File: config.mk
export PLATFORM = sky130hd
export DESIGN_NAME = east_asian_char_width_column
export DESIGN_NICKNAME = d
export VERILOG_FILES = /design/src/eacw_pkg.sv /design/src/east_asian_char_width_column.sv /design/src/eacw_front.sv /design/src/eacw_fifo.sv /design/src/eacw_back.sv
export SDC_FILE = /design/constraint.sdc
export NUM_CORES = 1
export LEC_CHECK = 0
export BUFFER_PORTS_ARGS = -buffer_cell sky130_fd_sc_hd__buf_4
export CAP_MARGIN = 20
export CORE_MARGIN = 2
export CORE_UTILIZATION = 30
export CTS_CLUSTER_DIAMETER = 60
export DETAILED_ROUTE_END_ITERATION = 10
export PLACE_DENSITY = 0.56
export SYNTH_ARGS = -nofsm -noshare
export SYNTH_HDL_FRONTEND = slang
export SYNTH_SLANG_ARGS = --single-unit
File: constraint.sdc
create_clock -name clk -period 8.2 [get_ports clk]
set_input_delay 0.41 -clock clk [delete_from_list [all_inputs] [get_ports clk]]
set_output_delay 0.41 -clock clk [all_outputs]
set_load 0.02 [all_outputs]
File: src/eacw_pkg.sv
package eacw_pkg;

  localparam int ColumnBits = 16;
  localparam int CfgIdxBits = 2;

  localparam logic [CfgIdxBits-1:0] CFG_CJK_AMB  = 2'd0;
  localparam logic [CfgIdxBits-1:0] CFG_TAB_DYN  = 2'd1;
  localparam logic [CfgIdxBits-1:0] CFG_TAB_SIZE = 2'd2;

  typedef enum logic [2:0] {
    CLS_ONE, CLS_TWO, CLS_AMB, CLS_ZERO, CLS_BS, CLS_TAB, CLS_BAD
  } cls_t;

  typedef struct packed {
    logic [20:0]        code_point;
    logic               first_of_string;
    logic signed [15:0] start_column;
    logic               last_of_string;
  } in_item_t;

  typedef struct packed {
    logic signed [7:0]  char_width;
    logic signed [15:0] cursor_column;
    logic signed [15:0] string_width;
    logic               invalid_char;
    logic               end_of_string;
  } out_item_t;

  // classified item handed from front to back
  typedef struct packed {
    cls_t               cls;
    logic               first;
    logic signed [15:0] start_column;
    logic               last;
  } cls_item_t;

  localparam int NumSpans = 164;

  localparam logic [1:0] SP_ONE = 2'd0;
  localparam logic [1:0] SP_TWO = 2'd1;
  localparam logic [1:0] SP_AMB = 2'd2;
  localparam logic [1:0] SP_NONE = 2'd3;

  localparam logic [33:0] SPANS [NumSpans] = '{
    {16'h0020,16'h007E,SP_ONE},{16'h00A1,16'h00A1,SP_AMB},{16'h00A2,16'h00A3,SP_ONE},
    {16'h00A4,16'h00A4,SP_AMB},{16'h00A5,16'h00A6,SP_ONE},{16'h00A7,16'h00A8,SP_AMB},
    {16'h00AA,16'h00AA,SP_AMB},{16'h00AC,16'h00AC,SP_ONE},{16'h00AD,16'h00AD,SP_AMB},
    {16'h00AF,16'h00AF,SP_ONE},{16'h00B0,16'h00B4,SP_AMB},{16'h00B6,16'h00BA,SP_AMB},
    {16'h00BC,16'h00BF,SP_AMB},{16'h00C6,16'h00C6,SP_AMB},{16'h00D0,16'h00D0,SP_AMB},
    {16'h00D7,16'h00D8,SP_AMB},{16'h00DE,16'h00E1,SP_AMB},{16'h00E6,16'h00E6,SP_AMB},
    {16'h00E8,16'h00EA,SP_AMB},{16'h00EC,16'h00ED,SP_AMB},{16'h00F0,16'h00F0,SP_AMB},
    {16'h00F2,16'h00F3,SP_AMB},{16'h00F7,16'h00FA,SP_AMB},{16'h00FC,16'h00FC,SP_AMB},
    {16'h00FE,16'h00FE,SP_AMB},{16'h0101,16'h0101,SP_AMB},{16'h0111,16'h0111,SP_AMB},
    {16'h0113,16'h0113,SP_AMB},{16'h011B,16'h011B,SP_AMB},{16'h0126,16'h0127,SP_AMB},
    {16'h012B,16'h012B,SP_AMB},{16'h0131,16'h0133,SP_AMB},{16'h0138,16'h0138,SP_AMB},
    {16'h013F,16'h0142,SP_AMB},{16'h0144,16'h0144,SP_AMB},{16'h0148,16'h014A,SP_AMB},
    {16'h014D,16'h014D,SP_AMB},{16'h0152,16'h0153,SP_AMB},{16'h0166,16'h0167,SP_AMB},
    {16'h016B,16'h016B,SP_AMB},{16'h01CE,16'h01CE,SP_AMB},{16'h01D0,16'h01D0,SP_AMB},
    {16'h01D2,16'h01D2,SP_AMB},{16'h01D4,16'h01D4,SP_AMB},{16'h01D6,16'h01D6,SP_AMB},
    {16'h01D8,16'h01D8,SP_AMB},{16'h01DA,16'h01DA,SP_AMB},{16'h01DC,16'h01DC,SP_AMB},
    {16'h0251,16'h0251,SP_AMB},{16'h0261,16'h0261,SP_AMB},{16'h02C7,16'h02C7,SP_AMB},
    {16'h02C9,16'h02CB,SP_AMB},{16'h02CD,16'h02CD,SP_AMB},{16'h02D0,16'h02D0,SP_AMB},
    {16'h02D8,16'h02DB,SP_AMB},{16'h02DD,16'h02DD,SP_AMB},{16'h0300,16'h0362,SP_AMB},
    {16'h0391,16'h03A9,SP_AMB},{16'h03B1,16'h03C1,SP_AMB},{16'h03C3,16'h03C9,SP_AMB},
    {16'h0401,16'h0401,SP_AMB},{16'h0410,16'h044F,SP_AMB},{16'h0451,16'h0451,SP_AMB},
    {16'h1100,16'h115F,SP_TWO},{16'h2010,16'h2010,SP_AMB},{16'h2013,16'h2016,SP_AMB},
    {16'h2018,16'h2019,SP_AMB},{16'h201C,16'h201D,SP_AMB},{16'h2020,16'h2021,SP_AMB},
    {16'h2025,16'h2027,SP_AMB},{16'h2030,16'h2030,SP_AMB},{16'h2032,16'h2033,SP_AMB},
    {16'h2035,16'h2035,SP_AMB},{16'h203B,16'h203B,SP_AMB},{16'h2074,16'h2074,SP_AMB},
    {16'h207F,16'h207F,SP_AMB},{16'h2081,16'h2084,SP_AMB},{16'h20A9,16'h20A9,SP_ONE},
    {16'h20AC,16'h20AC,SP_AMB},{16'h2103,16'h2103,SP_AMB},{16'h2105,16'h2105,SP_AMB},
    {16'h2109,16'h2109,SP_AMB},{16'h2113,16'h2113,SP_AMB},{16'h2121,16'h2122,SP_AMB},
    {16'h2126,16'h2126,SP_AMB},{16'h212B,16'h212B,SP_AMB},{16'h2154,16'h2155,SP_AMB},
    {16'h215B,16'h215B,SP_AMB},{16'h215E,16'h215E,SP_AMB},{16'h2160,16'h216B,SP_AMB},
    {16'h2170,16'h2179,SP_AMB},{16'h2190,16'h2199,SP_AMB},{16'h21D2,16'h21D2,SP_AMB},
    {16'h21D4,16'h21D4,SP_AMB},{16'h2200,16'h2200,SP_AMB},{16'h2202,16'h2203,SP_AMB},
    {16'h2207,16'h2208,SP_AMB},{16'h220B,16'h220B,SP_AMB},{16'h220F,16'h220F,SP_AMB},
    {16'h2211,16'h2211,SP_AMB},{16'h2215,16'h2215,SP_AMB},{16'h221A,16'h221A,SP_AMB},
    {16'h221D,16'h2220,SP_AMB},{16'h2223,16'h2223,SP_AMB},{16'h2225,16'h2225,SP_AMB},
    {16'h2227,16'h222C,SP_AMB},{16'h222E,16'h222E,SP_AMB},{16'h2234,16'h2237,SP_AMB},
    {16'h223C,16'h223D,SP_AMB},{16'h2248,16'h2248,SP_AMB},{16'h224C,16'h224C,SP_AMB},
    {16'h2252,16'h2252,SP_AMB},{16'h2260,16'h2261,SP_AMB},{16'h2264,16'h2267,SP_AMB},
    {16'h226A,16'h226B,SP_AMB},{16'h226E,16'h226F,SP_AMB},{16'h2282,16'h2283,SP_AMB},
    {16'h2286,16'h2287,SP_AMB},{16'h2295,16'h2295,SP_AMB},{16'h2299,16'h2299,SP_AMB},
    {16'h22A5,16'h22A5,SP_AMB},{16'h22BF,16'h22BF,SP_AMB},{16'h2312,16'h2312,SP_AMB},
    {16'h2460,16'h24BF,SP_AMB},{16'h24D0,16'h24E9,SP_AMB},{16'h2500,16'h254B,SP_AMB},
    {16'h2550,16'h2574,SP_AMB},{16'h2580,16'h258F,SP_AMB},{16'h2592,16'h25A1,SP_AMB},
    {16'h25A3,16'h25A9,SP_AMB},{16'h25B2,16'h25B3,SP_AMB},{16'h25B6,16'h25B7,SP_AMB},
    {16'h25BC,16'h25BD,SP_AMB},{16'h25C0,16'h25C1,SP_AMB},{16'h25C6,16'h25C8,SP_AMB},
    {16'h25CB,16'h25CB,SP_AMB},{16'h25CE,16'h25D1,SP_AMB},{16'h25E2,16'h25E5,SP_AMB},
    {16'h25EF,16'h25EF,SP_AMB},{16'h2605,16'h2606,SP_AMB},{16'h2609,16'h2609,SP_AMB},
    {16'h260E,16'h260F,SP_AMB},{16'h261C,16'h261C,SP_AMB},{16'h261E,16'h261E,SP_AMB},
    {16'h2640,16'h2640,SP_AMB},{16'h2642,16'h2642,SP_AMB},{16'h2660,16'h2661,SP_AMB},
    {16'h2663,16'h2665,SP_AMB},{16'h2667,16'h266A,SP_AMB},{16'h266C,16'h266D,SP_AMB},
    {16'h266F,16'h266F,SP_AMB},{16'h2E80,16'h3009,SP_TWO},{16'h300A,16'h300B,SP_AMB},
    {16'h300C,16'h3019,SP_TWO},{16'h301A,16'h301B,SP_AMB},{16'h301C,16'h303E,SP_TWO},
    {16'h3041,16'hD7A3,SP_TWO},{16'hE000,16'hF8FF,SP_AMB},{16'hF900,16'hFA2D,SP_TWO},
    {16'hFE30,16'hFE6B,SP_TWO},{16'hFF01,16'hFF5E,SP_TWO},{16'hFF61,16'hFFDC,SP_ONE},
    {16'hFFE0,16'hFFE6,SP_TWO},{16'hFFE8,16'hFFEE,SP_ONE}
  };

endpackage

File: src/east_asian_char_width_column.sv
// channel  direction  payload        handshake
// in       input      in_item_t      in_valid / in_ready
// out      output     out_item_t     out_valid / out_ready
// cfg      input      index, data    cfg_valid / cfg_ready
// one item per cycle sustained unless the output stalls, except a dynamic tab with
// nonzero tab size: the back holds it, finding the remainder one bit per cycle.
// a result passes the classifier register, the two-entry queue and the result
// register; such a tab also waits in the remainder sequencer of the back.
// synchronous active-low reset clears control, registers go to 0 / 1 / 8.
// either side may stall; the queue lets the classifier run ahead of the back.
module east_asian_char_width_column import eacw_pkg::*; (
  input  logic                  clk,
  input  logic                  rst_n,
  input  logic                  in_valid,
  output logic                  in_ready,
  input  in_item_t              in_data,
  output logic                  out_valid,
  input  logic                  out_ready,
  output out_item_t             out_data,
  input  logic                  cfg_valid,
  output logic                  cfg_ready,
  input  logic [CfgIdxBits-1:0] cfg_index,
  input  logic [6:0]            cfg_data
);

  logic       cjk_r, dyn_r;
  logic [6:0] ts_r;
  logic       fr_valid, fr_ready, bk_valid, bk_ready;
  cls_item_t  fr_item, bk_item;

  assign cfg_ready = 1'b1;

  // configuration registers
  always_ff @(posedge clk) begin
    if (!rst_n) begin
      cjk_r <= 1'b0;
      dyn_r <= 1'b1;
      ts_r  <= 7'd8;
    end else if (cfg_valid) begin
      case (cfg_index)
        CFG_CJK_AMB:  cjk_r <= cfg_data[0];
        CFG_TAB_DYN:  dyn_r <= cfg_data[0];
        CFG_TAB_SIZE: ts_r  <= cfg_data;
        default: ;
      endcase
    end
  end

  eacw_front u_front (
    .clk, .rst_n, .in_valid, .in_ready, .in_data,
    .fr_valid, .fr_ready, .fr_item
  );

  eacw_fifo u_fifo (
    .clk, .rst_n, .wr_valid(fr_valid), .wr_ready(fr_ready), .wr_item(fr_item),
    .rd_valid(bk_valid), .rd_ready(bk_ready), .rd_item(bk_item)
  );

  eacw_back u_back (
    .clk, .rst_n, .bk_valid, .bk_ready, .bk_item,
    .cjk_amb(cjk_r), .tab_dyn(dyn_r), .tab_size(ts_r),
    .out_valid, .out_ready, .out_data
  );

endmodule

File: src/eacw_front.sv
module eacw_front import eacw_pkg::*; (
  input  logic      clk,
  input  logic      rst_n,
  input  logic      in_valid,
  output logic      in_ready,
  input  in_item_t  in_data,
  output logic      fr_valid,
  input  logic      fr_ready,
  output cls_item_t fr_item
);

  logic      vld_r;
  cls_item_t item_r;
  logic [1:0] span_cls;
  cls_t      cls_nxt;
  logic [15:0] cp16;

  assign cp16 = in_data.code_point[15:0];

  // spans are disjoint, so an or over all hits gives the single match
  always_comb begin
    span_cls = SP_NONE;
    for (int i = 0; i < NumSpans; i++) begin
      if (cp16 >= SPANS[i][33:18] && cp16 <= SPANS[i][17:2]) begin
        span_cls = SPANS[i][1:0];
      end
    end
  end

  // class of the code point
  always_comb begin
    if (in_data.code_point > 21'h00FFFF) begin
      if (in_data.code_point >= 21'h020000 && in_data.code_point <= 21'h02FFFD) begin
        cls_nxt = CLS_TWO;
      end else begin
        cls_nxt = CLS_AMB;
      end
    end else if (cp16 == 16'hFFFE || cp16 == 16'hFFFF) begin
      cls_nxt = CLS_BAD;
    end else begin
      case (span_cls)
        SP_ONE:  cls_nxt = CLS_ONE;
        SP_TWO:  cls_nxt = CLS_TWO;
        SP_AMB:  cls_nxt = CLS_AMB;
        default: begin
          if (cp16 == 16'h0000 || cp16 == 16'h0007 || cp16 == 16'h001B
              || cp16 == 16'hFEFF) begin
            cls_nxt = CLS_ZERO;
          end else if (cp16 == 16'h0008) begin
            cls_nxt = CLS_BS;
          end else if (cp16 == 16'h0009) begin
            cls_nxt = CLS_TAB;
          end else begin
            cls_nxt = CLS_ONE;
          end
        end
      endcase
    end
  end

  assign in_ready = !vld_r || fr_ready;
  assign fr_valid = vld_r;
  assign fr_item  = item_r;

  // output register of the classifier
  always_ff @(posedge clk) begin
    if (!rst_n) begin
      vld_r <= 1'b0;
    end else if (in_ready) begin
      vld_r <= in_valid;
    end
    if (in_valid && in_ready) begin
      item_r <= '{cls: cls_nxt, first: in_data.first_of_string,
                  start_column: in_data.start_column, last: in_data.last_of_string};
    end
  end

endmodule

File: src/eacw_fifo.sv
module eacw_fifo import eacw_pkg::*; (
  input  logic      clk,
  input  logic      rst_n,
  input  logic      wr_valid,
  output logic      wr_ready,
  input  cls_item_t wr_item,
  output logic      rd_valid,
  input  logic      rd_ready,
  output cls_item_t rd_item
);

  cls_item_t mem_r [2];
  logic      wp_r, rp_r;
  logic [1:0] cnt_r;

  assign wr_ready = cnt_r != 2'd2;
  assign rd_valid = cnt_r != 2'd0;
  assign rd_item  = mem_r[rp_r];

  // two-entry queue between front and back
  always_ff @(posedge clk) begin
    if (!rst_n) begin
      wp_r  <= 1'b0;
      rp_r  <= 1'b0;
      cnt_r <= 2'd0;
    end else begin
      if (wr_valid && wr_ready) wp_r <= !wp_r;
      if (rd_valid && rd_ready) rp_r <= !rp_r;
      cnt_r <= cnt_r + 2'(wr_valid && wr_ready) - 2'(rd_valid && rd_ready);
    end
    if (wr_valid && wr_ready) mem_r[wp_r] <= wr_item;
  end

endmodule

File: src/eacw_back.sv
module eacw_back import eacw_pkg::*; (
  input  logic      clk,
  input  logic      rst_n,
  input  logic      bk_valid,
  output logic      bk_ready,
  input  cls_item_t bk_item,
  input  logic      cjk_amb,
  input  logic      tab_dyn,
  input  logic [6:0] tab_size,
  output logic      out_valid,
  input  logic      out_ready,
  output out_item_t out_data
);

  localparam int CB = ColumnBits;
  localparam int BitW = $clog2(CB);
  localparam logic signed [CB+1:0] ColMax = (CB+2)'((64'sd1 <<< (CB-1)) - 1);
  localparam logic signed [CB+1:0] ColMin = -ColMax - 1;

  typedef enum logic [1:0] {ST_IDLE, ST_MOD, ST_DONE} state_t;

  logic signed [CB-1:0] col_r, sum_r;
  logic                 vld_r;
  out_item_t            out_r;
  state_t               state_r;
  logic [6:0]           rem_r;
  logic [BitW-1:0]      bit_r;

  logic signed [CB-1:0] col_base, sum_base, col_nxt, sum_nxt;
  logic [6:0]           ts, rem_nxt;
  logic [7:0]           rem_try;
  logic                 need_mod, out_free;
  logic signed [7:0]    w;
  logic signed [CB+1:0] col_ext, sum_ext;

  // saturated start column (column width equals field width here)
  assign col_base = bk_item.first ? CB'(bk_item.start_column) : col_r;
  assign sum_base = bk_item.first ? '0 : sum_r;
  assign ts = (tab_size > 7'd64) ? 7'd64 : tab_size;
  assign need_mod = bk_valid && (bk_item.cls == CLS_TAB) && tab_dyn && (ts != 7'd0);

  // floor modulo of the column by the tab size, one bit per cycle, msb first
  assign rem_try = {rem_r, col_base[bit_r]};
  assign rem_nxt = (rem_try >= {1'b0, ts}) ? 7'(rem_try - {1'b0, ts}) : 7'(rem_try);

  // width from class
  always_comb begin
    case (bk_item.cls)
      CLS_ONE:  w = 8'sd1;
      CLS_TWO:  w = 8'sd2;
      CLS_AMB:  w = cjk_amb ? 8'sd2 : 8'sd1;
      CLS_BS:   w = -8'sd1;
      CLS_TAB:  begin
        if (ts == 7'd0) w = 8'sd0;
        else if (!tab_dyn) w = 8'(ts);
        else w = 8'(ts - rem_r);
      end
      default:  w = 8'sd0;
    endcase
  end

  always_comb begin
    col_ext = (CB+2)'(col_base) + (CB+2)'(w);
    sum_ext = (CB+2)'(sum_base) + (CB+2)'(w);
    if (col_ext > ColMax) col_nxt = CB'(ColMax);
    else if (col_ext < ColMin) col_nxt = CB'(ColMin);
    else col_nxt = CB'(col_ext);
    if (sum_ext > ColMax) sum_nxt = CB'(ColMax);
    else if (sum_ext < ColMin) sum_nxt = CB'(ColMin);
    else sum_nxt = CB'(sum_ext);
  end

  assign out_free  = !vld_r || out_ready;
  assign bk_ready  = out_free && ((state_r == ST_DONE) || (state_r == ST_IDLE && !need_mod));
  assign out_valid = vld_r;
  assign out_data  = out_r;

  // running column, sum, remainder sequencer and result register
  always_ff @(posedge clk) begin
    if (!rst_n) begin
      vld_r   <= 1'b0;
      col_r   <= '0;
      sum_r   <= '0;
      state_r <= ST_IDLE;
      rem_r   <= '0;
      bit_r   <= '0;
    end else begin
      if (out_free) vld_r <= bk_valid && bk_ready;
      if (bk_valid && bk_ready) begin
        col_r <= col_nxt;
        sum_r <= sum_nxt;
      end
      case (state_r)
        ST_IDLE: begin
          if (need_mod) begin
            // a set sign bit starts the remainder at ts - 1, that is -1 mod ts
            rem_r   <= col_base[CB-1] ? (ts - 7'd1) : 7'd0;
            bit_r   <= BitW'(CB-2);
            state_r <= ST_MOD;
          end
        end
        ST_MOD: begin
          rem_r <= rem_nxt;
          if (bit_r == '0) state_r <= ST_DONE;
          else bit_r <= bit_r - BitW'(1);
        end
        ST_DONE: begin
          if (bk_valid && bk_ready) state_r <= ST_IDLE;
        end
        default: state_r <= ST_IDLE;
      endcase
    end
    if (bk_valid && bk_ready) begin
      out_r <= '{char_width: w, cursor_column: 16'(col_nxt),
                 string_width: 16'(sum_nxt), invalid_char: bk_item.cls == CLS_BAD,
                 end_of_string: bk_item.last};
    end
  end

endmodule

## After elaboration in Yosys (flattened, before gate mapping)

Memory sizes are Yosys's and may differ from the RTL's. A register that Yosys moved wholly into a read port is not among the register bits.
Cells that the tools add are included.

| word-level totals | value |
|---|---|
| flip-flop bits (word level) | 123 |
| latch bits | 0 |
| RAM bits | 42 |
| memory bits (read-only) | 0 |
| bits of input ports | 53 |
| output and inout bits | 45 |
| logic and storage cells | 792 |
| memories kept | 1 |

Memory list:

| memory | words | width | rd ports | clocked after Yosys merged registers in | wr ports | RTL line | source |
|---|---|---|---|---|---|---|---|
| u_fifo.mem_r | 2 | 21 | 1 | 1 | 1 | eacw_fifo.sv:12 | `cls_item_t mem_r [2];` |

| cells by class | value |
|---|---|
| $add $sub $neg | 8 |
| multipliers | 0 |
| div/mod/pow operators | 0 |
| magnitude comparators | 338 |
| equal/unequal tests | 23 |
| shift operators | 0 |
| mux-type cells | 199 |
| bitwise gates (word level) | 0 |
| reductions and logical operators | 201 |

Operators with widths:

| cell | number |
|---|---|
| $ge 16x14->1 const B | 93 |
| $le 16x14->1 const B | 92 |
| $ge 16x8->1 const B | 24 |
| $le 16x8->1 const B | 24 |
| $ge 16x9->1 const B | 23 |
| $le 16x9->1 const B | 23 |
| $mux 2 | 169 |
| $ge 16x10->1 const B | 12 |
| $le 16x10->1 const B | 12 |
| $logic_and 1x1->1 | 173 |
| $le 16x16->1 const B | 8 |
| $ge 16x16->1 const B | 7 |
| $mux 16 | 6 |
| $eq 16x16->1 const B | 3 |
| $ge 16x11->1 const B | 3 |
| $le 16x11->1 const B | 3 |
| $pmux 8 s5 | 1 |
| $gt 18x16->1 const B | 2 |
| $lt 18x16->1 const B | 2 |
| $add 16x8->17 | 2 |
| $eq 16x4->1 const B | 2 |
| $mux 7 | 4 |
| $ge 21x18->1 const B | 1 |
| $gt 21x16->1 const B | 1 |
| 43 further kinds | 79 |

## Longest topological paths before layout

Gate-level depths: netlist of run 1.

| logic depth | value |
|---|---|
| depth in word-level cells | 170 |
| mapped depth | 23 |
| depth with buffers taken out | 22 |

## Modules after synthesis

From an unflattened synthesis of run 1, not the netlist that was laid out.

| unflattened totals | value |
|---|---|
| cells, all modules | 1504 |
| area total of the unflattened synthesis | 13118.8 um^2 |

By module, submodules not included:

| module | times used | cells each | area each (um^2) | sequential area each (um^2) |
|---|---|---|---|---|
| eacw_back | 1 | 670 | 6204.7 | 2182.1 |
| eacw_front | 1 | 697 | 4749.6 | 650.6 |
| eacw_fifo | 1 | 95 | 1771.7 | 1361.3 |
| east_asian_char_width_column | 1 | 42 | 392.9 | 180.2 |

## Worst setup path after synthesis of run 1

OpenSTA, ideal clock, no wires.

| timing | value |
|---|---|
| kind | reg-to-reg |
| start | register ts_r[6] |
| end | register u_back.out_r (netlist bit u_back.out_data[26]), data pin |
| library setup time | 0.275 ns |
| data arrival time | 6.243 ns |
| required time | 7.925 ns |
| path slack | 1.682 ns |
| stages on the path, launching flop included | 23 |
| path buffers | 2 |
| period minus slack after synthesis | 6.518 ns |
| cells stage by stage | dfxtp_1 > clkinv_1 > nand2_1 > inv_1 > ha_1 > nor2b_1 > o21ai_0 > nand2b_1 > a21o_1 > a21o_1 > a21oi_1 > nor2b_1 > o41ai_1 > ha_1 > and3_1 > a211o_1 > o31ai_1 > a21boi_0 > o21ai_0 > o31a_1 > clkbuf_1 > clkbuf_1 > o21ai_0 |

| between the ends | value |
|---|---|
| longest elaborated chain between the ends | 10 |
| elaborated cells on any way between the ends | 12 |
| those cells by class | 2 x add/sub; 3 x order compare; 6 x mux; 1 x reduce/logical |

RTL lines:

| what | RTL line | source |
|---|---|---|
| from (decl) | east_asian_char_width_column.sv:27 | `logic [6:0] ts_r;` |
| from (signal assigned) | east_asian_char_width_column.sv:43 | `CFG_TAB_SIZE: ts_r <= cfg_data;` |
| $gt 7x7->1 | eacw_back.sv:39 | `assign ts = (tab_size > 7'd64) ? 7'd64 : tab_size;` |
| $mux 7 (*) | eacw_back.sv:39 |  |
| $sub 7x7->8 | eacw_back.sv:56 | `else w = 8'(ts - rem_r);` |
| $mux 8 | eacw_back.sv:55 | `else if (!tab_dyn) w = 8'(ts);` |
| $mux 8 (*) | eacw_back.sv:54 | `if (ts == 7'd0) w = 8'sd0;` |
| $pmux 8 s5 (*) | eacw_back.sv:48 | `case (bk_item.cls)` |
| named net u_back.w[7] | eacw_back.sv:33 | `logic signed [7:0] w;` |
| $add 16x8->17 (*) | eacw_back.sv:63 | `col_ext = (CB+2)'(col_base) + (CB+2)'(w);` |
| $lt 18x16->1 | eacw_back.sv:66 | `else if (col_ext < ColMin) col_nxt = CB'(ColMin);` |
| $mux 16 | eacw_back.sv:66 |  |
| $mux 16 (*) | eacw_back.sv:65 | `if (col_ext > ColMax) col_nxt = CB'(ColMax);` |
| named net u_back.col_nxt[8] | eacw_back.sv:29 | `logic signed [CB-1:0] col_base, sum_base, col_nxt, sum_nxt;` |
| to (signal assigned) | eacw_back.sv:114 | `out_r <= '{char_width: w, cursor_column: 16'(col_nxt),` |
| to (decl) | eacw_back.sv:24 | `out_item_t out_r;` |

The timed path passes the listed nets; every way through them passes the cells marked *.
A chain may end at the register's enable or synchronous reset.

## Worst setup path after layout of run 1

| timing | value |
|---|---|
| start | register ts_r[6] |
| end | register u_back.out_r (netlist bit u_back.out_data[30]), data pin |

Same word-level chain as after synthesis.

==> flow_summary.ini, run 1 <==
[run_status]
status = complete, no violations

[power]
peakVddDrop_mv = 0.1923
powerDensity_nw_per_um2 = 262.0
leakage_nw = 5.294

[sta]
clock.fmax_mhz = 159.1
rsz0062_at_grt = no
finalSetupViolCount = 0
finalCritPeriodShare_pct = 76.65
final_max_slew_viol_count = 0
tns_ps = 0
worst_slew_pin_slew_ps = 1041
finalHoldViolations = 0
max_slew_margin_pct = 30.58
finalClockSkew_ps = 13.33
final.min_clock_period_ps = 6285
fin_ws_ps = 1915

[critical_path]
crit_type = flop to flop
worst_path_max_delay_cell = o41ai_2
cp-start-kind = flop
crit_fanout = 20
critPathMaxStageDelay_ps = 770
worstPathCellList = clkinv_1 -> nand2_1 -> inv_1 -> ha_1 -> nor2b_1 -> o21ai_0 -> nand2b_1 -> a21o_1 -> a21o_1 -> a21oi_1 -> nor2b_1 -> o41ai_2 -> buf_4 -> ha_1 -> and3_1 -> a211o_1 -> o31ai_1 -> a21boi_0 -> o21ai_0 -> o31a_1 -> and2_1 -> nor2_1
worstPathRequired_ps = 8400
cp_num_buf_inv = 3
critical_path_cell_count = 22
crit_path_end_kind = flop
timing.reg2reg.worst_path_depth = 22
cp.arrival_ps = 6490
crit_family = compound AO/OA/AOI/OAI gates

[yosys]
postSynthCellCount = 1473
synth_xor_area_share_pct = 3.153
synth_compound_area_share_pct = 23.33
syn_nets = 1580
synthMuxAreaShare_pct = 4.284
synth_fa_ha_area_share_pct = 6.126
synth_edf_count = 105
ys_seq_area_share_pct = 34.99
synthesis.area_um2 = 12500
synth-seq-cells = 166
ys_types = 94
yosys.area_share.simple_pct = 23.68
synth.avg_cell_area_um2 = 8.486
yosysWarnings = 0
async_reset_ff_share_pct = 0
synthFlopType = edfxtp_1
synth_top_family_by_area = simple AND/OR/NAND/NOR gates

[clocking]
cts_buffer_depth = 2
cts.sinks = 166
cts-hold-fix-buffers = 0
clk_pin_slew_ps = 80
clkLatencyLatePin_ps = 450
post_cts_buffers = 0
htree_levels = 4
cts_tree = built
cts_resized = 0
cts_root_buffer = clkbuf_16
numCtsBuffers = 17

[route]
route.detailed.drc = 0
via_per_inst = 6.012
ant_nets = 0
drtPass1Iterations = 5
vias = 12397
wl_per_cell_um = 23.99
drtIter0Drc = 1335
drt-total-wl_mm = 49.47

[job]
maxCapViolCount = 0

[layout]
area_delta_synth_final_pct = 14.78
drive_above_1_share_pct = 13.15
design_area_um2 = 14350
fillCellCount = 4235
nets = 1623
stdcell_count = 2062
seq_area_um2 = 4374
multi_input_area_um2 = 7620

[floorplan]
die_h_um = 208.1
core_um2 = 41020
io_pins = 98
initial_core_util_pct = 30.47
std_cell_rows = 74
die-area_um2 = 43310
die_w_um = 208.1

[place]
dp_cells = 2028
place_area_um2 = 13700
gp_congestion = 1.024
post-place-ws_ps = 1967
port_buffers = 96
dp_hpwl_mm = 35.96

[hold_path]
holdPathStages = 1
hold_class = input port to flop

[global_routing]
grt_pass1_vias = 11968
grt_overflow = 0
grt_usage_pct = 22.47
grt_max_degree = 66
grt_pass1_wl_mm = 74.69
antenna_found_initial = 1
[flip-flops by register name (all words and copies together), names as in the netlist, named ones only]
name	cells
u_back.out_data	42
u_fifo.mem_r	42
u_front.fr_item	21
u_back.col_r	16
u_back.sum_r	16
ts_r	7
u_back.rem_r	7
u_back.bit_r	4
u_back.state_r	2
u_fifo.cnt_r	2
cjk_r	1
dyn_r	1
u_back.out_valid	1
u_fifo.rp_r	1
u_fifo.wp_r	1
u_front.fr_valid	1
[cells in the final DEF (no fill, tap or decap), drive strengths merged, types with 10 or more instances in the layout]
cell,instances
nor2,146
o21ai,133
nand2,126
buf,119
edfxtp,105
a21oi,100
dfxtp,61
ha,50
nor3,44
nand3,43
inv,43
mux2i,40
nand2b,33
and2,32
xnor2,27
a31oi,26
nor4,24
nor2b,23
nand4,22
xor2,18
a21o,17
clkbuf,17
o22ai,16
or2,15
a211oi,15
a32oi,13
o21a,12
a21boi,10
clkinv,10
[metal layers]
metal / vias up / track usage (%) / share of wire (%)
met2: 742 / 36.10 / 45
met3: 206 / 3.864 / 8.0
met5: - / 0 / 0
li1: 5615 / - / -
met4: 0 / 13.72 / 6.7
met1: 5834 / 28.19 / 40
[power breakdown]
group	switching (mW)	leakage (nW)	internal [mW]
Sequential	0.0868	1.49	1.16
Clock	0.405	0.310	0.448
Combinational	1.04	3.49	0.615
Total	1.53	5.29	2.22
[cell type report]
| class | count | area share [%] |
|---|---|---|
| antenna | 1 | 0.01744 |
| tap | 532 | 4.639 |
| clock buffer | 17 | 2.965 |
| timing repair buffer | 119 | 6.261 |
| inverter | 39 | 1.020 |
| multi-input combinational | 1173 | 53.11 |
| clock inverter | 15 | 1.500 |
| sequential | 166 | 30.49 |
[final timing paths]
| check | startpoint | end | slack, ps |
|---|---|---|---|
| worst max register to register | ts_r[6] | u_back.out_data[30] | 1910 |
| worst min register to register | u_front.fr_item[6] | u_fifo.mem_r[0][6] | 450 |
| worst max-delay path | ts_r[6] | u_back.out_data[30] | 1910 |
| worst min-delay path | in_data[0] | u_front.fr_item[0] | 130 |
[kinds of logic (layout without fill, tap and decap cells)]
kind of cell,after synthesis,after routing
and+or+nand+nor,572,572
AOI/OAI and AO/OA,447,447
DFF,166,166
buffers and inverters,134,190
adders and majority gates,60,60
muxes,48,48
xor gates and xnor gates,45,45
other,1,2
[Yosys cell counts (8+ instances only)]
master / n / share of area [%]
or3_1: 9 / 0.45
buf_1: 12 / 0.36
nand3b_1: 9 / 0.54
xor2_1: 18 / 1.3
xnor2_1: 27 / 1.9
buf_2: 16 / 0.64
a21oi_1: 100 / 4.0
nor4_1: 20 / 1.0
a32oi_1: 13 / 0.91
o211ai_1: 9 / 0.54
nand3_1: 43 / 1.7
nor2b_1: 23 / 1.2
a211oi_1: 13 / 0.78
nor2_1: 145 / 4.4
inv_1: 35 / 1.1
or2_2: 15 / 0.75
dfxtp_1: 61 / 9.8
nand2_1: 125 / 3.8
o21ai_0: 130 / 5.2
ha_1: 50 / 5.0
a21o_1: 17 / 1.0
nand2b_1: 33 / 1.7
o21a_1: 12 / 0.72
a22o_1: 8 / 0.56
a21boi_0: 10 / 0.60
nor3_1: 44 / 1.8
clkbuf_1: 62 / 1.9
mux2i_1: 40 / 3.2
a31oi_1: 26 / 1.3
and2_1: 31 / 1.6
edfxtp_1: 105 / 25
o22ai_1: 15 / 0.75
nand4_1: 22 / 1.1
and3_1: 9 / 0.45
[stage by stage]
step	util (%)	total power [mW]	hold slack, ps
2_1_floorplan	-	2.365	416.7
3_3_place_gp	33.34	2.890	422.2
3_5_place_dp	33.39	2.906	430.6
4_1_cts	34.96	3.768	123.5
5_1_grt	34.97	3.985	119.8
6_report	34.98	3.759	134.6
Note: power is estimated with default switching activity, not from simulation.
==> run 2: changes to the inputs <==
- PLACE_DENSITY: 0.56 -> 0.57
- clock period: 8.2 -> 5.57 ns (I/O delays scaled with it)
==> run 2 against run 1 <==
Compared with the run above: clock power is 45% higher; critical path depth did not move; clock skew hardly changed; final cell count rose by 0.97%; global-route usage grew 0.76 points; worst hold slack got worse by 110 ps; final area is 1.3% higher; core utilization increased by 0.45 points; sequential share of layout area down 0.39 points; sequential power increased by 49%; largest power group unchanged.
==> flow_summary.ini, run 2 (synthesis gave the netlist of run 1 again) <==
[floorplan]
die-area_um2 = 43310
die_w_um = 208.1
initial_core_util_pct = 30.47
io_pins = 98
std_cell_rows = 74
die_h_um = 208.1
core_um2 = 41020

[sta]
tns_ps = 0
finalClockSkew_ps = 13.48
clock.fmax_mhz = 194.5
fin_ws_ps = 427.6
finalSetupViolCount = 0
final_max_slew_viol_count = 0
finalHoldViolations = 0
rsz0062_at_grt = no
worst_slew_pin_slew_ps = 1154
finalCritPeriodShare_pct = 92.32
final.min_clock_period_ps = 5142
max_slew_margin_pct = 22.39

[global_routing]
grt_overflow = 0
grt_pass1_vias = 12259
grt_usage_pct = 23.22
grt_max_degree = 45
met2_usage_pct = 37.12
antenna_found_initial = 0
grtUsageMet3_pct = 3.789
grtUsageMet1_pct = 29.31
grt_pass1_wl_mm = 77.14
top_usage_layer = met2

[place]
port_buffers = 96
dp_hpwl_mm = 37.64
gp_congestion = 1.022
post-place-ws_ps = 235.0

[layout]
drive_above_1_share_pct = 14.32
diodes = 0
seq_area_um2 = 4374
layout_commonest_cell = nor2_1
multi_input_area_um2 = 7645
most-common-layout-cells = nor2_1 (143), buf_4 (135), o21ai_0 (129)
area_delta_synth_final_pct = 16.26
nets = 1644
fillCellCount = 4233

[critical_path]
cp-start-kind = flop
worst_path_max_delay_cell = o31a_1
crit_type = flop to flop
critPathMaxStageDelay_ps = 410
worstPathCellList = clkinv_1 -> nand2_1 -> inv_1 -> ha_1 -> nor2b_1 -> o21ai_0 -> nand2b_1 -> a21o_1 -> a21o_1 -> a21oi_1 -> nor2b_1 -> o41ai_4 -> buf_6 -> ha_1 -> and3_1 -> a221o_1 -> a32oi_1 -> a21oi_1 -> and2_1 -> o211ai_1 -> o31a_1 -> o21ai_0
worstPathRequired_ps = 5720
cp.arrival_ps = 5300
crit_path_end_kind = flop
crit_fanout = 19

[power]
peakVddDrop_mv = 0.2225
intPower_mw = 3.307
power_frac_clock_pct = 22.3
p_switching_mw = 2.287
power_frac_seq_pct = 33.2
powerDensity_nw_per_um2 = 385.0
leakage_nw = 5.399
switching_share_pct = 40.89
power_frac_comb_pct = 44.6

[clocking]
numCtsBuffers = 17
cts_root_buffer = clkbuf_16
htree_levels = 4
cts.sinks = 166
cts_buffer_depth = 2
cts_tree = built
clkLatencyLatePin_ps = 430
clk_pin_slew_ps = 80

[route]
drt-total-wl_mm = 50.79
drtIter0Drc = 1149
route.detailed.drc = 0
ant_nets = 0
drtPass1Iterations = 5
via_per_inst = 5.978
vias = 12446
wl_per_cell_um = 24.40

[hold_path]
hold_class = input port to flop

[run_status]
status = complete, no violations

[job]
maxCapViolCount = 0
## run 2: cell types whose count changed in the layout (fill, tap and decap cells not counted), sizes merged
cell,delta
diode,-1
inv,+1
buf,+19
dlygate4sd3,+2
clkinv,-1
## run 2: area by class of cell
cell class	count	share of cell area (%)
Tap cell	532	4.581
Inverter	39	1.007
Timing Repair Buffer	140	7.362
Clock inverter	15	1.412
Sequential cell	166	30.10
Clock buffer	17	2.928
Multi-Input combinational cell	1173	52.61
## run 2: repair_timing
action,CTS,global route
hold buffers,1,1
setup endpoints to repair,0,60
hold endpoints to repair,1,1
resized for setup,0,6
buffers inserted,0,4
## run 2: metrics by stage
stage / cells / power, mW / hold WS (ps) / utilization (%) / instance area (um2)
2_1_floorplan: 1473 / 3.488 / 377.4 / - / 12520
3_3_place_gp: 2042 / 4.304 / 423.0 / 33.67 / 13810
3_5_place_dp: 2044 / 4.330 / 431.0 / 33.70 / 13820
4_1_cts: 2077 / 5.589 / 4.068 / 35.26 / 14460
5_1_grt: 2082 / 5.943 / 2.599 / 35.43 / 14530
6_report: 2082 / 5.594 / 20.64 / 35.43 / 14530
## run 2: metal layers
metal	wire length, um	up-vias
li1	-	5662
met1	20850	5972
met2	22940	641
met3	3725	171
met4	3283	0
met5	0	-
## run 2: worst paths after layout
check | startpoint | endpoint | slack [ps] | cells past startpoint
setup / recovery | ts_r[6] | u_back.out_data[10] | 430 | 22
hold / removal | in_data[11] | u_front.fr_item[11] | 20 | 1
setup reg to reg | ts_r[6] | u_back.out_data[10] | 430 | 22
hold reg to reg | u_front.fr_item[17] | u_fifo.mem_r[0][17] | 450 | 0
## run 2: power groups by stage
| stage | clock network (mW) | registers [mW] | logic [mW] |
|---|---|---|---|
| 6_report | 1.24 | 1.86 | 2.49 |
| 5_1_grt | 1.32 | 1.89 | 2.74 |
| 4_1_cts | 1.27 | 1.86 | 2.46 |
| 3_5_place_dp | 0 | 1.88 | 2.45 |
| 3_3_place_gp | 0 | 1.88 | 2.42 |
| 2_1_floorplan | 0 | 2.02 | 1.46 |
## run 2: critical path, delay by kind of cell (launching register included)
| family | cells | cell delay, ps |
|---|---|---|
| buffers and inverters | 3 | 570 |
| AND/OR/NAND/NOR | 6 | 960 |
| flip-flops | 1 | 340 |
| AO/OA/AOI/OAI | 11 | 2360 |
| adder cells (fa/ha/maj) | 2 | 610 |
==> run 3: changes to the inputs <==
- REMOVE_ABC_BUFFERS: not set -> 1
==> run 3 against run 2 <==
Compared with the run above: non-clock buffer count fell by 3; die area did not move; highest routed layer unchanged; clock skew rose by 0.98 ps; largest power group unchanged; largest cell class unchanged; clock power barely moved; global-route usage fell by 0.53 points.
==> flow_summary.ini, run 3 (synthesis gave the netlist of run 1 again) <==
[critical_path]
worst_path_max_delay_cell = or3_1
cp.arrival_ps = 5290
rr_startpoint = ts_r[6]
crit_path_end_kind = flop
critPathMaxStageDelay_ps = 360
cp-start-kind = flop
r2r_end = u_back.out_data[8]
crit_type = flop to flop
crit_fanout = 19
reg2reg_setup_slack_ps = 460
worstPathRequired_ps = 5750
timing.reg2reg.worst_path_depth = 24
worstPathCellList = clkinv_1 -> nand2_1 -> inv_1 -> ha_1 -> nor2b_1 -> o21ai_0 -> nand2b_1 -> a21o_1 -> a21o_1 -> a21oi_1 -> nor2b_1 -> o41ai_2 -> buf_12 -> ha_1 -> and3_1 -> a221o_1 -> a32oi_1 -> a21oi_1 -> or3_1 -> mux2i_1 -> buf_4 -> nor2_1 -> nor2_1 -> inv_1
crit_start = ts_r[6]
crit_end = u_back.out_data[8]

[floorplan]
die_h_um = 208.1
core_um2 = 41020
initial_core_util_pct = 30.47
io_pins = 98
die-area_um2 = 43310
std_cell_rows = 74
die_w_um = 208.1

[power]
powerDensity_nw_per_um2 = 382.8
peakVddDrop_mv = 0.2295
leakage_nw = 5.378

[sta]
finalClockSkew_ps = 14.46
rsz0062_at_grt = no
whs_ps = 26.24
worst_slew_pin_slew_ps = 1200
max_slew_margin_pct = 19.67
final.min_clock_period_ps = 5112
finalSetupViolCount = 0
finalCritPeriodShare_pct = 91.78
clock.fmax_mhz = 195.6
final_max_slew_viol_count = 0
fin_ws_ps = 458.1
finalHoldViolations = 0

[clocking]
post_cts_buffers = 0
cts_root_buffer = clkbuf_16
clk_pin_slew_ps = 80
cts.sinks = 166
numCtsBuffers = 17
clkLatencyLatePin_ps = 430
cts_buffer_depth = 2
cts_tree = built
htree_levels = 4

[place]
port_buffers = 96
post-place-ws_ps = 479.8
gp_congestion = 1.022
dp_hpwl_mm = 35.95

[global_routing]
grt_pass1_vias = 12188
antenna_found_initial = 1
grt_overflow = 0
grt_max_degree = 63
grt_usage_pct = 22.69
grt_pass1_wl_mm = 75.63

[route]
drtIter0Drc = 1372
drtPass1Iterations = 6
ant_nets = 0
route.detailed.drc = 0
drt-total-wl_mm = 49.84
vias = 12421
via_per_inst = 5.972
wl_per_cell_um = 23.96

[layout]
fillCellCount = 4276
drive_above_1_share_pct = 13.77
most-common-layout-cells = nor2_1 (144), o21ai_0 (130), buf_4 (128)
layout_commonest_cell = nor2_1
nets = 1641
area_delta_synth_final_pct = 16.18

[run_status]
status = complete, no violations

[hold_path]
hold_class = input port to flop

[job]
maxCapViolCount = 0
run 3: cell count changes in the layout (fill, tap and decap cells not counted), sizes merged:
cell,change
buf,-8
clkinv,+6
diode,+1
dlygate4sd3,+5
inv,-6
run 3: where the power goes:
group	internal (mW)	switching, mW	total [mW]
Combinational	0.927	1.53	2.46
Sequential	1.71	0.142	1.85
Clock	0.660	0.590	1.25
run 3: area by class of cell:
class | instances | area [um2] | share of cell area [%]
antenna | 1 | 2.502 | 0.01723
clock inverter | 15 | 227.7 | 1.568
timing repair buffer | 137 | 1056 | 7.272
clock buffer | 17 | 425.4 | 2.930
multi-input combinational | 1173 | 7624 | 52.50
sequential | 166 | 4374 | 30.12
tap | 532 | 665.6 | 4.584
inverter | 39 | 146.4 | 1.008
run 3: per-stage QoR:
stage                     setup TNS (ps)  power, mW  util, %  cells  area [um2]
after floorplan                   -62900      3.425        -   1378       12100
after global placement                 0      4.296    33.61   2039       13790
after detailed placement               0      4.310    33.63   2040       13790
after CTS                              0      5.582    35.27   2074       14470
after global routing                   0      5.910    35.40   2079       14520
final                                  0      5.559    35.40   2080       14520
run 3: what timing repair did:
action / in CTS / in global routing
hold endpoints to repair: 2 / 5
hold buffers: 2 / 5
resized for setup: 0 / 1
endpoints found under the setup margin: 0 / 4
run 3: worst min path at each step:
| stage | startpoint | to | slack [ps] | cells after the start |
|---|---|---|---|---|
| floorplan | rst_n | dyn_r | 340 | 1 |
| global placement | u_front.fr_item[10] | u_fifo.mem_r[1][10] | 430 | 0 |
| detailed placement | u_back.sum_r[9] | u_back.sum_r[9] | 430 | 1 |
| CTS | in_data[5] | u_front.fr_item[5] | 0.3 | 1 |
| global route | in_data[10] | u_front.fr_item[10] | -1 | 1 |
| finish | in_data[10] | u_front.fr_item[10] | 30 | 1 |
run 3: per-layer routing:
| metal | global-route usage, % | routed length, um | vias to the layer above |
|---|---|---|---|
| met5 | 0 | 0 | - |
| li1 | - | - | 5657 |
| met3 | 4.830 | 4596 | 178 |
| met1 | 29.24 | 20480 | 5879 |
| met4 | 12.13 | 2716 | 0 |
| met2 | 35.63 | 22050 | 707 |
run 3: worst max-delay path: cells and delay by family (launching register included):
| family | cells | cell delay (ps) |
|---|---|---|
| AOI/OAI and AO/OA | 8 | 1710 |
| adders and majority gates | 2 | 580 |
| buffers and inverters | 5 | 700 |
| DFF | 1 | 340 |
| muxes | 1 | 300 |
| and+or+nand+nor | 8 | 1210 |
